===== src/plb_pkg.sv =====
// Shared types and constants for the partition load balancer.
package plb_pkg;

   localparam int MAX_PARTS_DEF = 64;
   localparam int HIT_W = 32;
   localparam int SUM_W = 48;
   localparam int THR_W = 16;
   localparam int CSR_IDX_W = 3;
   localparam int CSR_DATA_W = 32;

   typedef enum logic [2:0] {
      REQ_UPDATE = 3'd0,
      REQ_TIMED  = 3'd1,
      REQ_FORCED = 3'd2,
      REQ_READ   = 3'd3,
      REQ_CLEAR  = 3'd4
   } req_kind_type;

   typedef enum logic [1:0] {
      ACT_NONE  = 2'd0,
      ACT_SPLIT = 2'd1,
      ACT_MERGE = 2'd2
   } act_type;

   typedef enum logic [2:0] {
      CSR_INIT_PARTS = 3'd0,
      CSR_MIN_PARTS  = 3'd1,
      CSR_MAX_PARTS  = 3'd2,
      CSR_LOAD_THR   = 3'd3,
      CSR_SPLIT_THR  = 3'd4,
      CSR_MERGE_THR  = 3'd5,
      CSR_INTERVAL   = 3'd6
   } csr_idx_type;

   typedef enum logic [2:0] {
      RD_REQ, RD_SCAN, RD_LEFT, RD_RIGHT, RD_MIN, RD_NB
   } rd_sel_type;

   typedef enum logic [4:0] {
      ST_IDLE, ST_DISPATCH, ST_UPD_RD, ST_UPD_WR, ST_RD_RD, ST_RD_CAP, ST_CLR,
      ST_ADP_INIT, ST_ADP_SCAN, ST_ADP_DRAIN, ST_ADP_MUL, ST_ADP_DEC, ST_SPLIT,
      ST_MRG_RL, ST_MRG_RR, ST_MRG_PICK, ST_MRG_RMIN, ST_MRG_RNB, ST_MRG_WR,
      ST_DONE
   } state_type;

   typedef struct packed {
      logic [HIT_W-1:0] hit;
      logic [SUM_W-1:0] lat;
      logic [SUM_W-1:0] size;
   } stats_type;

   typedef struct packed {
      logic       latch;
      logic       rd_en;
      rd_sel_type rd_sel;
      logic       scan_init;
      logic       scan_step;
      logic       mul;
      logic       split;
      logic       lat_left;
      logic       pick;
      logic       lat_min;
      logic       upd_wr;
      logic       mrg_wr;
      logic       cap;
      logic       clear_all;
      logic       load_out;
   } cmd_type;

   typedef struct packed {
      req_kind_type req_kind;
      logic         idx_ok;
      logic         go;
      logic         n_le1;
      logic         scan_last;
      logic         imb;
      logic         can_split;
      logic         can_merge;
      logic         nb_is_min;
      logic         rsp_free;
   } stat_type;

endpackage


===== src/plb_ctrl.sv =====
// Request sequencer for the partition load balancer.
module plb_ctrl (
   input  logic              clock,
   input  logic              reset,
   input  logic              req_valid,
   output logic              req_ready,
   input  plb_pkg::stat_type stat,
   output plb_pkg::cmd_type  cmd
);
   import plb_pkg::*;

   state_type state_ff, state_in;

   always_ff @(posedge clock) begin
      if (reset) begin
         state_ff <= ST_IDLE;
      end else begin
         state_ff <= state_in;
      end
   end

   always_comb begin
      state_in = state_ff;
      unique case (state_ff)
         ST_IDLE:      if (req_valid) state_in = ST_DISPATCH;
         ST_DISPATCH: begin
            case (stat.req_kind)
               REQ_UPDATE: state_in = stat.idx_ok ? ST_UPD_RD : ST_DONE;
               REQ_TIMED, REQ_FORCED:
                  state_in = (stat.go && !stat.n_le1) ? ST_ADP_INIT : ST_DONE;
               REQ_READ:   state_in = stat.idx_ok ? ST_RD_RD : ST_DONE;
               REQ_CLEAR:  state_in = ST_CLR;
               default:    state_in = ST_DONE;
            endcase
         end
         ST_UPD_RD:    state_in = ST_UPD_WR;
         ST_UPD_WR:    state_in = ST_DONE;
         ST_RD_RD:     state_in = ST_RD_CAP;
         ST_RD_CAP:    state_in = ST_DONE;
         ST_CLR:       state_in = ST_DONE;
         ST_ADP_INIT:  state_in = ST_ADP_SCAN;
         ST_ADP_SCAN:  if (stat.scan_last) state_in = ST_ADP_DRAIN;
         ST_ADP_DRAIN: state_in = ST_ADP_MUL;
         ST_ADP_MUL:   state_in = ST_ADP_DEC;
         ST_ADP_DEC: begin
            if (!stat.imb) state_in = ST_DONE;
            else if (stat.can_split) state_in = ST_SPLIT;
            else if (stat.can_merge) state_in = ST_MRG_RL;
            else state_in = ST_DONE;
         end
         ST_SPLIT:     state_in = ST_DONE;
         ST_MRG_RL:    state_in = ST_MRG_RR;
         ST_MRG_RR:    state_in = ST_MRG_PICK;
         ST_MRG_PICK:  state_in = stat.nb_is_min ? ST_DONE : ST_MRG_RMIN;
         ST_MRG_RMIN:  state_in = ST_MRG_RNB;
         ST_MRG_RNB:   state_in = ST_MRG_WR;
         ST_MRG_WR:    state_in = ST_DONE;
         ST_DONE:      if (stat.rsp_free) state_in = ST_IDLE;
         default:      state_in = ST_IDLE;
      endcase
   end

   always_comb begin
      cmd = '0;
      cmd.rd_sel = RD_REQ;
      req_ready = 1'b0;
      unique case (state_ff)
         ST_IDLE: begin
            req_ready = 1'b1;
            cmd.latch = req_valid;
         end
         ST_UPD_RD:   cmd.rd_en = 1'b1;
         ST_UPD_WR:   cmd.upd_wr = 1'b1;
         ST_RD_RD:    cmd.rd_en = 1'b1;
         ST_RD_CAP:   cmd.cap = 1'b1;
         ST_CLR:      cmd.clear_all = 1'b1;
         ST_ADP_INIT: cmd.scan_init = 1'b1;
         ST_ADP_SCAN: begin
            cmd.rd_en = 1'b1;
            cmd.rd_sel = RD_SCAN;
            cmd.scan_step = 1'b1;
         end
         ST_ADP_MUL:  cmd.mul = 1'b1;
         ST_SPLIT:    cmd.split = 1'b1;
         ST_MRG_RL: begin
            cmd.rd_en = 1'b1;
            cmd.rd_sel = RD_LEFT;
         end
         ST_MRG_RR: begin
            cmd.rd_en = 1'b1;
            cmd.rd_sel = RD_RIGHT;
            cmd.lat_left = 1'b1;
         end
         ST_MRG_PICK: cmd.pick = 1'b1;
         ST_MRG_RMIN: begin
            cmd.rd_en = 1'b1;
            cmd.rd_sel = RD_MIN;
         end
         ST_MRG_RNB: begin
            cmd.rd_en = 1'b1;
            cmd.rd_sel = RD_NB;
            cmd.lat_min = 1'b1;
         end
         ST_MRG_WR:   cmd.mrg_wr = 1'b1;
         ST_DONE:     cmd.load_out = stat.rsp_free;
         default:     cmd = '0;
      endcase
   end

endmodule


===== config.mk =====
export PLATFORM = sky130hd
export DESIGN_NAME = plb_ctrl
export DESIGN_NICKNAME = d
export VERILOG_FILES = /design/src/plb_pkg.sv /design/src/plb_ctrl.sv
export SDC_FILE = /design/constraint.sdc
export NUM_CORES = 1
export LEC_CHECK = 0
export BUFFER_PORTS_ARGS = -buffer_cell sky130_fd_sc_hd__buf_2
export CORE_MARGIN = 3
export CORE_UTILIZATION = 44
export CTS_BUF_LIST = sky130_fd_sc_hd__clkbuf_8
export CTS_CLUSTER_DIAMETER = 150
export DETAILED_ROUTE_END_ITERATION = 10
export PLACE_DENSITY_LB_ADDON = 0.1
export SETUP_SLACK_MARGIN = 0.5
export SYNTH_ARGS = -nofsm -noshare
export SYNTH_HDL_FRONTEND = slang
export SYNTH_SLANG_ARGS = --single-unit

===== constraint.sdc =====
create_clock -name clock -period 1.35 [get_ports clock]
set_clock_uncertainty 0.05 [all_clocks]
set_input_delay 0.27 -clock clock [delete_from_list [all_inputs] [get_ports clock]]
set_output_delay 0.27 -clock clock [all_outputs]
set_load 0.01 [all_outputs]

==> results.md, run 1 <==
• **status** stopped before the end
• **stage at which the flow ended** clock tree synthesis (4_1_cts)
• **error message** [ERROR DPL-0033] detailed placement checks failed during check placement.
• **Starting Density** 48.8%
• **number of gates given a new drive strength after cts** 45
• **simple-gate area share of the yosys netlist** 42.3%
• **average size of a mapped cell** 6.87 µm²
• **flip-flop and latch count after synthesis** 5
• **total clock buffers created by CTS** 3
• **number of synthesized flops with an enable pin** 0
• **xor/xnor share of the synthesized area** 3.25%
• **pre-CTS worst setup slack** -0.226 ns
• **Top-Level Pins** 33
• **largest area contributor in the netlist** dfxtp_1
• **Netlist cell types** 48
• **count of port buffers added during placement** 32
• **main combinational cell family by area after synthesis** simple AND/OR/NAND/NOR gates
• **netlist area before placement** 769 µm²
• **number of sinks driven by the clock tree** 5
• **multiplexer share of the synthesized area** 2.76%
• **DP Cell Count** 178
• **top area cells in the synthesized netlist** dfxtp_1 13%, nor2_1 7.3%, nor3_1 5.9%
• **number of post-CTS setup repair buffers** 9
• **DIE WIDTH** 47.8 µm
• **vertical die dimension** 47.8 µm
• **most common library cells after synthesis** 15 x nor2_1, 9 x nor3_1, 8 x nand2_1, 7 x buf_2, 6 x nor2b_1
• **sequential element share of the synthesized area** 13.0%
• **Net Count, Synth** 127
• **routability congestion estimate** 0.909
• **fraction of registers with async set or reset after synthesis** 0%
• **fraction of the mapped netlist area in compound gates** 30.2%
• **adder and majority cell fraction of the synthesized area** 0%
• **top cell type's share of synthesized area** 13.0%
• **Syn. warnings** 0
• **cell chosen for the clock root** clkbuf_8
• **row count** 14
• **library cell with the highest instance count after synthesis** nor2_1
• **most used flip-flop cell after synthesis** dfxtp_1
• **count of H-tree levels built during CTS** 1
• **Max Buffers Root-to-Sink** 2
• **count of mapped cells out of synthesis** 112
• **hold buffer count at CTS** 0
• **detailed-placement wirelength estimate** 2220 µm
cells by family after synthesis:
logic type                after synthesis
AOI/OAI and AO/OA                      31
xor gates and xnor gates                2
buffers and inverters                  12
DFF                                     5
muxes                                   2
and+or+nand+nor                        60
stage by stage:
step	utilization [%]	TNS [ns]	cell area [µm²]	hold WS (ns)
after detailed placement	79.3	-3.33	1250	0.467
after global placement	79.3	-2.68	1250	0.467
after floorplan	-	-0.132	917	0.282
==> run 2: changes to the inputs <==
- CORE_AREA: unset -> 3 3 64 66
- CORE_MARGIN: 3 -> unset
- CORE_UTILIZATION: 44 -> unset
- CTS_BUF_LIST: sky130_fd_sc_hd__clkbuf_8 -> unset
- CTS_CLUSTER_DIAMETER: 150 -> unset
- DIE_AREA: unset -> 0 0 67 69
- PLACE_DENSITY_LB_ADDON: 0.1 -> 0.15
- SETUP_SLACK_MARGIN: 0.5 -> unset
- clock period: 1.35 -> 1.8 ns (I/O delays scaled with it)
==> results.md, run 2 <==
• **area of the multi-input gates** 702 µm²
• **number of pins exceeding their max-slew limit in the final report** 0
• **Congestion Overflow GR** 0
• **largest area contributor in the netlist** dfxtp_1
• **antenna violations before repair** 0
• **DP Cell Count** 194, +9.0%
• **core region area** 0.00363 mm²
• **Top-Level Pins** 33, unchanged
• **cell chosen for the clock root** clkbuf_8
• **critical path capture point type** primary output
• **largest net degree at the start of global routing** 21
• **cell family with the largest share of critical-path delay** simple AND/OR/NAND/NOR gates
• **hold buffer count at CTS** 0, unchanged
• **routability congestion estimate** 0.773, -15%
• **worst skew pair latency** 0.23 ns
• **DR vias** 1088
• **detailed-placement wirelength estimate** 2220 µm, -0.22%
• **final number of hold-violating endpoints** 0
• **vertical die dimension** 69 µm, +44%
• **average size of a mapped cell** 6.87 µm², unchanged
• **most common cell after layout, fill and taps aside** buf_2
• **final critical delay including setup and external delays** 1.88 ns
• **IR drop worst, VDD** 0.000349 V
• **kind of start point of the critical path** register
• **global-route wire length before repair** 4430 µm
• **count of mapped cells out of synthesis** 112, unchanged
• **number of vias per cell after detailed routing** 5.01
• **Worst Path Required** 1.39 ns
• **Area growth, synth to finish** 86.2%
• **total global-route track usage** 12.3%
• **number of antenna-violating nets in the routed design** 0
• **sequential element share of the synthesized area** 13.0%, unchanged
• **critical path cell sequence** buf_8 > or3_4 > nor2_4 > and2_4 > buf_6
• **core utilization of the finished layout** 39.4%
• **clock slew at reported path FFs** 0.04 ns
• **Antenna Cells** 0
• **PD cells** 1250 mW/mm²
• **Starting Density** 21.2%, -28 points
• **WHS** 0.319 ns
• **hold path cells** 2
• **failing checks** negative setup slack
• **vias in the first global route** 914
• **Critical Path AT** 1.47 ns
• **critical path start-end classification** register to primary output
• **Worst-Margin Slew** 0.338 ns
• **Avg WL per Cell** 14.8 µm
• **top area cells in the synthesized netlist** dfxtp_1 13%, nor2_1 7.3%, nor3_1 5.9%
• **layout cell share with drive strength beyond 1** 58.6%
• **number of sinks driven by the clock tree** 5, unchanged
• **DIE WIDTH** 67 µm, +40%
• **pre-CTS worst setup slack** 0.0464 ns, +0.272 ns
• **setup repair after global routing missed its margin** true
• **most common library cells after synthesis** 15 x nor2_1, 9 x nor3_1, 8 x nand2_1, 7 x buf_2, 6 x nor2b_1
• **fraction of registers with async set or reset after synthesis** 0%, unchanged
• **class of the most critical hold timing path** input port to register
• **Critical Path Stages** 5
• **met2 wire len** 1720 µm
• **ratio of final minimum period to clock period** 104%
• **Netlist cell types** 48, unchanged
• **count of max-cap constraint violations** 0
• **total clock buffers created by CTS** 3, unchanged
• **full die area** 0.00462 mm²
• **count of H-tree levels built during CTS** 1, unchanged
• **most used flip-flop cell after synthesis** dfxtp_1
• **least setup slack across all paths after layout** -0.0780 ns
• **worst-path maximum fanout** 7
• **flip-flop and latch count after synthesis** 5, unchanged
• **count of buffering cells on the critical path with inverters included** 2
• **status** complete, but fails checks
• **row count** 22, +8
• **Max stage delay on crit path** 0.41 ns
• **post-route DRC violation count** 0
• **number of detailed-routing iterations run before antenna repair** 4
• **TritonCTS clock tree** yes
• **most frequent cells in the layout** 29 x buf_2, 23 x buf_4, 12 x nor2_1, 6 x nor3_1
• **Max Buffers Root-to-Sink** 2, unchanged
• **count of port buffers added during placement** 32, unchanged
• **Setup TNS** -0.172 ns
• **number of standard cells in the final layout excluding fillers** 217
• **Largest register FFs** 5
• **Detail Route met3 WL** 167 µm
• **netlist area before placement** 769 µm², unchanged
• **Worst Reg-to-Reg Cells** 7
• **footprint of the flip-flops and latches** 114 µm²
• **largest registers in the final layout** state_ff x5
• **Total Routed Length** 3210 µm
• **Syn. warnings** 0, unchanged
• **largest reg by FF count** state_ff
• **fmax** 532 MHz
• **initial detailed-routing violation count** 50
• **Net Count, Synth** 127, unchanged
• **library cell with the highest instance count after synthesis** nor2_1
• **worst relative slew slack** 77.3%
• **reported leakage power** 0.628 nW
• **max layer used** met4
• **final net count** 185
• **CP max stage cell** or3_4
• **setup violation total in the final timing report** 4
• **number of synthesized flops with an enable pin** 0, unchanged
• **length of routed wiring on met1** 1270 µm
• **top cell type's share of synthesized area** 13.0%, unchanged
• **fillers** 405
-- run 2: cell counts after synthesis --
Identical to the previous run, type by type.
-- run 2: final timing paths --
path,from,end,slack [ns]
hold / removal,reset,state_ff[1],0.32
setup / recovery,state_ff[3],cmd[16],-0.08
setup reg to reg,state_ff[3],state_ff[0],0.07
hold reg to reg,state_ff[4],state_ff[3],0.53
-- run 2: cell type report --
cell class              instances  share of cell area [%]
flip-flops and latches          5                    7.95
inverters                       2                   0.524
multi-input cells              95                    49.0
well taps                      48                    4.19
repair buffers                 63                    35.2
clock buffers                   4                    3.14
-- run 2: power breakdown --
part	switching [mW]	total, mW	leakage, nW	internal, mW
Clock	0.0593	0.212	0.0228	0.152
Sequential	0.0881	0.245	0.0438	0.157
Combinational	0.620	1.34	0.561	0.719
-- run 2: metrics by stage --
step                      power [mW]  instance area [µm²]
final                           1.80                 1430
after global routing            1.92                 1430
after CTS                       1.46                 1160
after detailed placement        1.12                 1030
after global placement          1.12                 1030
after floorplan                0.792                  769
-- run 2: timing repair --
action / 4_1_cts / 5_1_grt
pin swaps: 2 / 9
endpoints found under the hold margin: 0 / 0
gates resized for setup: 19 / 20
cloned: 0 / 3
endpoints found under the setup margin: 15 / 16
buffers inserted: 2 / 14
-- run 2: logic make-up (layout without fill, tap and decap cells) --
kind of cell	count (synthesis)	count (layout)	synth area share, %
AO/OA/AOI/OAI	31	31	30.2
XOR/XNOR	2	2	3.25
buffers and inverters	12	69	8.45
flip-flops	5	5	13.0
multiplexers	2	2	2.76
AND/OR/NAND/NOR	60	60	42.3
-- run 2: per-layer routing --
metal	vias up	global-route usage [%]
met4	0	5.41
met1	520	14.9
met5	-	0
met2	32	21.5
li1	531	-
met3	5	0.977
Power figures use the tool's default switching activity.
==> run 3: changes to the inputs <==
- ABC_AREA: unset -> 1
- MAX_ROUTING_LAYER: unset -> met4
==> results.md, run 3 <==
• **DR vias** 950, -13%
• **number of vias per cell after detailed routing** 4.40, -12%
• **final net count** 184, -0.54%
• **ratio of final minimum period to clock period** 97.1%, -7.2 points
• **total clock buffers created by CTS** 3, unchanged
• **xor/xnor share of the synthesized area** 0%, -3.3 points
• **critical path capture point type** primary output
• **main combinational cell family by area after synthesis** simple AND/OR/NAND/NOR gates
• **Total Routed Length** 2450 µm, -24%
• **IR drop worst, VDD** 0.000233 V, -33%
• **fraction of the mapped netlist area in compound gates** 14.1%, -16 points
• **PD cells** 1090 mW/mm², -13%
• **Area growth, synth to finish** 60.3%
• **worst relative slew slack** 78.6%, +1.3 points
• **Antenna Cells** 0, unchanged
• **adder and majority cell fraction of the synthesized area** 0%, unchanged
• **simple-gate area share of the yosys netlist** 53.4%, +11 points
• **Worst-Margin Slew** 0.319 ns, -0.0186 ns
• **count of H-tree levels built during CTS** 1, unchanged
• **Largest register FFs** 5, unchanged
• **largest registers in the final layout** state_ff x5
• **pre-CTS worst setup slack** 0.0769 ns, +0.0305 ns
• **detailed-placement wirelength estimate** 2060 µm, -7.2%
• **row count** 22, unchanged
• **largest area contributor in the netlist** nand2_1
• **vertical die dimension** 69 µm, unchanged
• **number of synthesized flops with an enable pin** 0, unchanged
• **netlist area before placement** 647 µm², -16%
• **total global-route track usage** 11.1%, -1.2 points
• **final number of hold-violating endpoints** 0, unchanged
• **top cell type's share of synthesized area** 15.7%, +2.7 points
• **number of detailed-routing iterations run before antenna repair** 4, unchanged
• **least setup slack across all paths after layout** 0.0523 ns, +0.130 ns
• **vias in the first global route** 903, -1.2%
• **top area cells in the synthesized netlist** nand2_1 16%, dfxtp_1 15%, inv_1 13%
• **setup violation total in the final timing report** 0, -4
• **status** completed
• **Starting Density** 17.8%, -3.4 points
• **largest net degree at the start of global routing** 8, -62%
• **number of antenna-violating nets in the routed design** 0, unchanged
• **CP max stage cell** dfxtp_4
• **number of sinks driven by the clock tree** 5, unchanged
• **core region area** 0.00363 mm², unchanged
• **kind of start point of the critical path** register
• **TritonCTS clock tree** yes
• **average size of a mapped cell** 5.13 µm², -25%
• **sequential element share of the synthesized area** 15.5%, +2.5 points
• **worst skew pair latency** 0.22 ns, about the same
• **multiplexer share of the synthesized area** 0%, -2.8 points
• **count of mapped cells out of synthesis** 126, +13%
• **routability congestion estimate** 0.914, +18%
• **Congestion Overflow GR** 0, unchanged
• **fraction of registers with async set or reset after synthesis** 0%, unchanged
• **antenna violations before repair** 0, unchanged
• **final critical delay including setup and external delays** 1.75 ns, -0.130 ns
• **most common cell after layout, fill and taps aside** buf_2
• **post-route DRC violation count** 0, unchanged
• **largest reg by FF count** state_ff
• **setup repair after global routing missed its margin** true
• **DIE WIDTH** 67 µm, unchanged
• **critical path cell sequence** buf_4 > nor2_2 > nand3_1 > nor2_1 > buf_2
• **Top-Level Pins** 33, unchanged
• **Netlist cell types** 23, -52%
• **initial detailed-routing violation count** 63, +26%
• **count of port buffers added during placement** 32, unchanged
• **Syn. warnings** 0, unchanged
• **full die area** 0.00462 mm², unchanged
• **most used flip-flop cell after synthesis** dfxtp_1
• **Net Count, Synth** 141, +11%
• **number of pins exceeding their max-slew limit in the final report** 0, unchanged
• **Critical Path AT** 1.34 ns, -0.13 ns
• **hold buffer count at CTS** 0, unchanged
• **core utilization of the finished layout** 28.5%, -11 points
• **most common library cells after synthesis** 27 x nand2_1, 22 x inv_1, 21 x nor2_1, 15 x nand3_1, 7 x a21oi_1
• **class of the most critical hold timing path** input port to register
• **Worst Path Required** 1.39 ns, about the same
• **worst-path maximum fanout** 5, -2
• **fmax** 572 MHz, +7.5%
• **most frequent cells in the layout** 32 x buf_2, 22 x nand2_1, 21 x inv_1, 19 x nor2_1, 13 x nand3_1
• **cell chosen for the clock root** clkbuf_8
• **Max Buffers Root-to-Sink** 2, unchanged
• **critical path start-end classification** register to primary output
• **global-route wire length before repair** 3900 µm, -12%
• **flip-flop and latch count after synthesis** 5, unchanged
• **library cell with the highest instance count after synthesis** nand2_1
• **count of max-cap constraint violations** 0, unchanged
• **layout cell share with drive strength beyond 1** 41.1%, -18 points
• **reported leakage power** 0.605 nW, -3.6%
• **Avg WL per Cell** 11.4 µm, -23%
• **Max stage delay on crit path** 0.35 ns, -0.06 ns
• **clock slew at reported path FFs** 0.04 ns, about the same
==> run 3: changes by cell type after synthesis, moves of 4 or more <==
cell | previous run | this run
inv_2 | 0 | 4
buf_2 | 7 | 1
nor2_1 | 15 | 21
nor3_1 | 9 | 4
inv_1 | 2 | 22
nor2b_1 | 6 | 0
nand3_1 | 2 | 15
nand2_1 | 8 | 27
==> run 3: critical path: cells and delay by family (launching register included) <==
kind / cells / cell delay (ns)
flip-flops: 1 / 0.35
AND/OR/NAND/NOR: 3 / 0.47
buffers and inverters: 2 / 0.28
==> run 3: cell type report <==
cell class              count  area, µm²
well taps                  48       60.1
multi-input cells          93        500
clock buffers               4       45.0
inverters                  26        100
repair buffers             40        220
fillers                   444       2600
flip-flops and latches      5        111
==> run 3: final timing paths <==
path / from / endpoint / slack, ns / cells past startpoint
min: reset / state_ff[3] / 0.31 / 2
min reg2reg: state_ff[4] / state_ff[3] / 0.63 / 3
max: state_ff[2] / cmd[16] / 0.05 / 5
max reg2reg: state_ff[4] / state_ff[0] / 0.17 / 10
==> run 3: cell families after synthesis <==
family,Yosys count
AO/OA/AOI/OAI,16
buffers and inverters,28
AND/OR/NAND/NOR,77
flip-flops,5
==> run 3: power breakdown <==
group	switching (mW)	internal, mW	total, mW
Clock	0.0572	0.152	0.209
Combinational	0.446	0.267	0.713
Sequential	0.0527	0.152	0.205
Total	0.556	0.571	1.13
==> run 3: repair_timing <==
item / 4_1_cts / 5_1_grt
gates resized for setup: 10 / 15
endpoints found under the setup margin: 4 / 3
buffers inserted: 1 / 2
cloned: 0 / 0
==> run 3: routing by layer <==
metal | wire length [µm] | global-route usage, %
met2 | 1230 | 17.4
met4 | 42 | 6.76
met1 | 1060 | 12.4
met3 | 117 | 2.77
met5 | 0 | -
==> run 3: metrics by stage <==
stage / power (mW) / hold slack [ns] / instances / area [µm²] / setup TNS (ns)
global placement: 0.836 / 0.551 / 209 / 892 / 0
finish: 1.13 / 0.307 / 216 / 1040 / 0
CTS: 1.07 / 0.301 / 214 / 963 / 0
detailed placement: 0.820 / 0.547 / 209 / 892 / 0
floorplan: 0.618 / 0.379 / 126 / 647 / 0
global route: 1.24 / 0.316 / 216 / 1040 / -0.0911
